[src/hw/rtl/euler_rotate_scale_translate_macros.svh]
// ---------------------------------------------------------------------------
// Euler transform assertion macros
// Concurrent assertion helpers shared by the RTL, removable with NO_ASSERTIONS.
// ---------------------------------------------------------------------------
`ifndef EULER_ROTATE_SCALE_TRANSLATE_MACROS_SVH
`define EULER_ROTATE_SCALE_TRANSLATE_MACROS_SVH
`ifndef NO_ASSERTIONS
`define ERST_ASSERT_IMPLY(label, clk, rst, ante, cons) \
   label: assert property (@(posedge clk) disable iff (rst) (ante) |-> cons) \
      else $error("erst: same-cycle implication failed");
`define ERST_ASSERT_NEXT(label, clk, rst, ante, cons) \
   label: assert property (@(posedge clk) disable iff (rst) (ante) |=> (cons)) \
      else $error("erst: next-cycle implication failed");
`else
`define ERST_ASSERT_IMPLY(label, clk, rst, ante, cons)
`define ERST_ASSERT_NEXT(label, clk, rst, ante, cons)
`endif
`endif

[src/hw/rtl/erst_scale_cell.sv]
`timescale 1ns / 1ps
// ---------------------------------------------------------------------------
// Scale cell
// Stage 1: floor(v * scale / 2^16). Stage 2: add center for positions,
// pass the rotated value for normals, saturate to the coordinate range.
// center and normal are sampled in the cycle after v.
// ---------------------------------------------------------------------------
module erst_scale_cell #(
   parameter int COORD_WIDTH = 32
) (
   input  logic                          clock,
   input  logic signed [COORD_WIDTH+2:0] v,
   input  logic [15:0]                   scale,
   input  logic signed [COORD_WIDTH-1:0] center,
   input  logic                          normal,
   output logic signed [COORD_WIDTH-1:0] out
);
   localparam int VW = COORD_WIDTH + 3;
   localparam int PW = VW + 17;
   localparam int SW = COORD_WIDTH + 4;

   logic signed [PW-1:0]          prod;
   logic signed [PW-1:0]          prod_sh;
   logic signed [VW-1:0]          sc_ff;
   logic signed [VW-1:0]          v_ff;
   logic signed [SW-1:0]          sum;
   logic signed [COORD_WIDTH-1:0] out_in;
   logic signed [COORD_WIDTH-1:0] out_ff;

   assign prod    = v * $signed({1'b0, scale});
   assign prod_sh = prod >>> 16;

   always_ff @(posedge clock) begin
      sc_ff <= prod_sh[VW-1:0];
      v_ff  <= v;
   end

   always_comb begin
      if (normal) begin
         sum = {v_ff[VW-1], v_ff};
      end else begin
         sum = {sc_ff[VW-1], sc_ff} + {{(SW-COORD_WIDTH){center[COORD_WIDTH-1]}}, center};
      end
      if (sum[SW-1:COORD_WIDTH-1] == {(SW-COORD_WIDTH+1){sum[SW-1]}}) begin
         out_in = sum[COORD_WIDTH-1:0];
      end else if (sum[SW-1]) begin
         out_in = {1'b1, {(COORD_WIDTH-1){1'b0}}};
      end else begin
         out_in = {1'b0, {(COORD_WIDTH-1){1'b1}}};
      end
   end

   always_ff @(posedge clock) begin
      out_ff <= out_in;
   end

   assign out = out_ff;
endmodule

[config.mk]
export PLATFORM = sky130hd
export DESIGN_NAME = erst_scale_cell
export DESIGN_NICKNAME = d
export VERILOG_FILES = /design/src/hw/rtl/euler_rotate_scale_translate_macros.svh /design/src/hw/rtl/erst_scale_cell.sv
export SDC_FILE = /design/constraint.sdc
export NUM_CORES = 2
export LEC_CHECK = 0
export BUFFER_PORTS_ARGS = -buffer_cell sky130_fd_sc_hd__clkbuf_2
export CORE_MARGIN = 8
export CORE_UTILIZATION = 25
export DETAILED_ROUTE_END_ITERATION = 12
export HOLD_SLACK_MARGIN = 0.08
export PLACE_DENSITY = 0.46
export RECOVER_POWER = 50
export SYNTH_ARGS = -nofsm -noshare
export SYNTH_HDL_FRONTEND = slang
export SYNTH_SLANG_ARGS = --single-unit
[constraint.sdc]
create_clock -name clock -period 15.8 [get_ports clock]
set_input_delay 3.95 -clock clock [delete_from_list [all_inputs] [get_ports clock]]
set_output_delay 3.95 -clock clock [all_outputs]
set_load 0.01 [all_outputs]
Yosys cells after proc, flatten, opt, wreduce, memory -nomap -nowiden

Cells that the tools add are included.

Output and inout port bits: 32
Input port bits: 85
Logic and storage cells: 9
Register bits after elaboration: 102

$add $sub $neg: 1
$mul: 1
Muxes and demuxes: 3
Equal/unequal tests: 1

Operators by type and width:

| cell                         | count |
|---|---|
| 2-to-1 mux 32 bit            | 2 |
| multiplier 35 x 17 -> 51 bit | 1 |
| adder 35 x 32 -> 36 bit      | 1 |
| 2-to-1 mux 36 bit            | 1 |
| equality test 4 bit          | 1 |

Logic depth before layout (Yosys ltp)

Depth in word-level cells: 4
Mapped depth: 24
Gate-level depth less buffers: 23

Worst setup path after synthesis

Ideal clock, no wire load.

Path type: in2reg
From: input scale[8]
To: register sc_ff[30]
Data required time: 15.677 ns
Library setup time: 0.123 ns
Arrival: 9.934 ns
Path slack: 5.742 ns
Buffers on the path: 2
Stages on the path: 24
Cell sequence: clkbuf_1 > clkbuf_1 > nand2_1 > fa_1 > inv_1 > fa_1 > inv_1 > fa_1 > inv_1 > fa_1 > fa_1 > inv_1 > fa_1 > inv_1 > ha_1 > a21o_1 > a2111o_1 > o221ai_1 > nand3_1 > a31oi_1 > o311ai_0 > a21oi_1 > o21bai_1 > xor2_1

Cells in the longest elaborated chain, start to end: 1

RTL lines:

| item                         | line                  | text |
|---|---|---|
| start, declared              | erst_scale_cell.sv:13 | `input logic [15:0] scale,` |
| multiplier 35 x 17 -> 51 bit | erst_scale_cell.sv:30 | `assign prod = v * $signed({1'b0, scale});` |
| net prod[46]                 | erst_scale_cell.sv:22 | `logic signed [PW-1:0] prod;` |
| end signal, assigned         | erst_scale_cell.sv:34 | `sc_ff <= prod_sh[VW-1:0];` |
| end, declared                | erst_scale_cell.sv:24 | `logic signed [VW-1:0] sc_ff;` |

The timed path passes the listed nets, and every way through them passes these cells.

Final worst setup path

From: input v[14]
To: register sc_ff[20]

Cells in the longest elaborated chain, start to end: 1

RTL lines:

| item                         | line                  | text |
|---|---|---|
| start, declared              | erst_scale_cell.sv:12 | `input logic signed [COORD_WIDTH+2:0] v,` |
| multiplier 35 x 17 -> 51 bit | erst_scale_cell.sv:30 |  |
| net prod[36]                 | erst_scale_cell.sv:22 |  |

The timed path passes the listed nets, and every way through them passes these cells.

==> metrics.txt <==
# TYPE chip_impl_metric gauge
chip_impl_info{name="run_status",value="finished clean"} 1
chip_impl_metric{name="clk_pin_slew_worst_paths",unit="ns"} 0.09
chip_impl_metric{name="floorplan.rows",unit=""} 112
chip_impl_metric{name="detail_route.wl_per_cell",unit="µm"} 18.0
chip_impl_metric{name="post_cts_resized",unit=""} 0
chip_impl_metric{name="timing_worst_slew_pin_value",unit="ns"} 1.47
chip_impl_metric{name="ys_async_sr_fraction",unit="%"} 0
chip_impl_metric{name="final_period_minus_worst_setup_slack",unit="ns"} 11.08
chip_impl_metric{name="route.vias.total",unit=""} 16910
chip_impl_metric{name="global_route.usage.total",unit="%"} 14.0
chip_impl_info{name="cts_tree",value="yes"} 1
chip_impl_metric{name="floorplan.initialDensity",unit="%"} 25.2
chip_impl_metric{name="numClockSinks",unit=""} 102
chip_impl_metric{name="clock.fmax",unit="GHz"} 0.0903
chip_impl_metric{name="final.period_utilization",unit="%"} 70.1
chip_impl_metric{name="design.core.area",unit="µm²"} 93000
chip_impl_info{name="worstSetupEndpointType",value="flop"} 1
chip_impl_metric{name="clock_path_buffers",unit=""} 2
chip_impl_metric{name="setup-tns-final",unit="ns"} 0
chip_impl_metric{name="max-slew-margin-rel",unit="%"} 1.91
chip_impl_metric{name="number_of_enable_type_register_cells_in_the_synthesized_netlist",unit=""} 0
chip_impl_metric{name="postSynthRegisterBits",unit=""} 102
chip_impl_info{name="rsz0062_at_grt",value="no"} 1
chip_impl_metric{name="maximum_number_of_pins_on_one_net_before_global_route_repair",unit=""} 41
chip_impl_metric{name="syn_nets",unit=""} 3375
chip_impl_metric{name="globalRoute.totalOverflow",unit=""} 0
chip_impl_info{name="ctsRootBufferMaster",value="sky130_fd_sc_hd__clkbuf_16"} 1
chip_impl_metric{name="drt_wl_total",unit="µm"} 70300
chip_impl_metric{name="ff_latch_area",unit="µm²"} 2040
chip_impl_metric{name="die_width",unit="µm"} 322
chip_impl_metric{name="total_count_of_hold_check_failures_in_the_final_report",unit=""} 0
chip_impl_metric{name="setup_viol",unit=""} 0
chip_impl_metric{name="drc",unit=""} 0
chip_impl_metric{name="worstPathMaxFanout",unit=""} 17
chip_impl_metric{name="synth_warn",unit=""} 0
chip_impl_metric{name="detail_route.iter0.violations",unit=""} 818
chip_impl_metric{name="ff2ff_path_depth",unit=""} 12
chip_impl_metric{name="antenna_violating_nets_post_route",unit=""} 0
chip_impl_metric{name="clk-insertion-delay-late",unit="ns"} 0.40
chip_impl_metric{name="vias_per_cell",unit=""} 4.34
chip_impl_metric{name="cts_max_level",unit=""} 3
chip_impl_metric{name="dpl.cell_count",unit=""} 3882
chip_impl_metric{name="num_io_pins",unit=""} 117
chip_impl_metric{name="holdBufCountCts",unit=""} 0
chip_impl_metric{name="die_height",unit="µm"} 322
chip_impl_metric{name="mapped_cells",unit=""} 2612
chip_impl_info{name="yosys-top-cells-area",value="sky130_fd_sc_hd__fa_1, sky130_fd_sc_hd__inv_1, sky130_fd_sc_hd__dfxtp_1"} 1
chip_impl_info{name="critPathKind",value="in -> reg"} 1
chip_impl_metric{name="dp_slack",unit="ns"} 4.52
chip_impl_metric{name="syn-mean-instance-area",unit="µm²"} 8.96
chip_impl_info{name="most_repeated_cell_in_the_gate_level_netlist_after_synthesis",value="sky130_fd_sc_hd__inv_1"} 1
chip_impl_metric{name="min_delay_path_depth",unit=""} 2
chip_impl_metric{name="drtPass1Iterations",unit=""} 5
chip_impl_metric{name="post-cts-setup-buffer-count",unit=""} 0
chip_impl_metric{name="fin_ws",unit="ns"} 4.72
chip_impl_metric{name="nFillCells",unit=""} 10221
chip_impl_metric{name="placement.io_buffers",unit=""} 116
chip_impl_info{name="hold_path.class",value="reg -> reg"} 1
chip_impl_metric{name="post_synthesis_to_final_layout_area_growth",unit="%"} 8.58
chip_impl_metric{name="finalMaxSlewViolations",unit=""} 0
chip_impl_metric{name="layout-drive-gt1-share",unit="%"} 4.43
chip_impl_metric{name="synth.top_cell.area_share",unit="%"} 44.9
chip_impl_metric{name="maxCapViolations",unit=""} 0
chip_impl_metric{name="first_global_vias",unit=""} 19100
chip_impl_metric{name="netlist_area",unit="µm²"} 23400
chip_impl_info{name="synth-main-ff-cell",value="sky130_fd_sc_hd__dfxtp_1"} 1
chip_impl_metric{name="wire_length_of_the_first_global_routing_pass",unit="µm"} 112000
chip_impl_metric{name="finalNonFillerCells",unit=""} 3900
chip_impl_metric{name="cp.required",unit="ns"} 16.07
chip_impl_metric{name="cp_data_arrival_time",unit="ns"} 11.35
chip_impl_metric{name="multi_input_area",unit="µm²"} 18600
chip_impl_metric{name="dp_hpwl",unit="µm"} 55600
chip_impl_metric{name="antenna_violations_before_repair",unit=""} 8
chip_impl_metric{name="worst_clock_skew",unit="ns"} 0.0145
chip_impl_metric{name="gp_routability_congestion",unit=""} 0.795
chip_impl_info{name="leading_post_synthesis_cells_by_instance_count",value="sky130_fd_sc_hd__inv_1, sky130_fd_sc_hd__fa_1, sky130_fd_sc_hd__nand2_1"} 1
chip_impl_metric{name="synth.yosys.seq_area_share",unit="%"} 8.72
chip_impl_metric{name="yosys.cell_types.count",unit=""} 76
chip_impl_metric{name="fin_nets",unit=""} 3402
chip_impl_info{name="synth_area_leader_cell",value="sky130_fd_sc_hd__fa_1"} 1
chip_impl_metric{name="numCtsBuffers",unit=""} 9
chip_impl_metric{name="fp.dieArea",unit="µm²"} 104000
chip_impl_info{name="cp-start-kind",value="input port"} 1
==> routing by layer <==
metal	share of wire (%)	up-vias	track usage (%)
met2	48	291	24.1
met3	3.3	49	1.84
met5	0.019	-	0
met4	1.7	2	2.85
met1	47	8733	18.9
li1	-	7835	-
==> state kept, by name, summed over array words and instances, names as in the netlist <==
register  cells
v_ff         35
out          32
sc_ff        35
==> worst max-delay path, stage by stage <==
cell and delay (ns):
sky130_fd_sc_hd__clkbuf_1 1.04, sky130_fd_sc_hd__nand2_1 0.21, sky130_fd_sc_hd__fa_1 0.55, sky130_fd_sc_hd__fa_1 0.53
sky130_fd_sc_hd__fa_1 0.54, sky130_fd_sc_hd__inv_1 0.06, sky130_fd_sc_hd__fa_1 0.48, sky130_fd_sc_hd__fa_1 0.49
sky130_fd_sc_hd__inv_1 0.05, sky130_fd_sc_hd__fa_1 0.47, sky130_fd_sc_hd__inv_1 0.04, sky130_fd_sc_hd__ha_1 0.31
sky130_fd_sc_hd__a21o_1 0.20, sky130_fd_sc_hd__a2111o_1 0.41, sky130_fd_sc_hd__o221ai_1 0.22, sky130_fd_sc_hd__nand3_1 0.37
sky130_fd_sc_hd__a221oi_1 0.59, sky130_fd_sc_hd__o21ai_0 0.22, sky130_fd_sc_hd__a21oi_1 0.29, sky130_fd_sc_hd__o21ai_0 0.15
sky130_fd_sc_hd__xor2_1 0.16
==> cell families (layout without fill, tap and decap cells) <==
group | count (synthesis) | in the layout | synth area share (%)
compound gates | 259 | 259 | 7.62
xor+xnor | 65 | 65 | 2.43
fa+ha+maj | 678 | 678 | 53.1
buf+inv | 733 | 765 | 12.0
flops | 102 | 102 | 8.72
mux | 13 | 13 | 0.567
other cells | 0 | 2 | 0
simple gates | 762 | 762 | 15.6
==> metrics by stage <==
step / hold WS [ns] / utilization, % / instance area, µm²
after global placement: 0.466 / 27.1 / 25200
after detailed placement: 0.468 / 27.1 / 25200
after global routing: 0.512 / 27.3 / 25400
after floorplan: 0.442 / - / 23400
after CTS: 0.481 / 27.4 / 25500
final: 0.479 / 27.3 / 25400
==> cells in the final DEF (no fill, tap or decap), drive strengths merged, types with 43 or more instances in the layout <==
cell      n
inv     619
fa      525
nand2   404
and2    207
ha      153
clkbuf  126
dfxtp   102
a21oi    64
nor2     51
o21ai    51
xnor2    43
==> final timing paths <==
path               startpoint                end  slack (ns)
min          v_ff[13]$_DFF_P_    out[13]$_DFF_P_        0.48
min reg2reg  v_ff[13]$_DFF_P_    out[13]$_DFF_P_        0.48
max                     v[14]  sc_ff[20]$_DFF_P_        4.72
max reg2reg  sc_ff[0]$_DFF_P_     out[0]$_DFF_P_       11.31
==> cell type report <==
cell class,count,area share [%]
inverters,617,9.11
multi-input cells,1777,73.0
clock buffers,9,0.886
flip-flops and latches,102,8.03
well taps,1254,6.17
diodes,2,0.0197
clock inverters,7,0.340
repair buffers,132,2.42
Power is not shown: default switching activity piles up to over one toggle a cycle in this logic, so the estimate is an artifact.
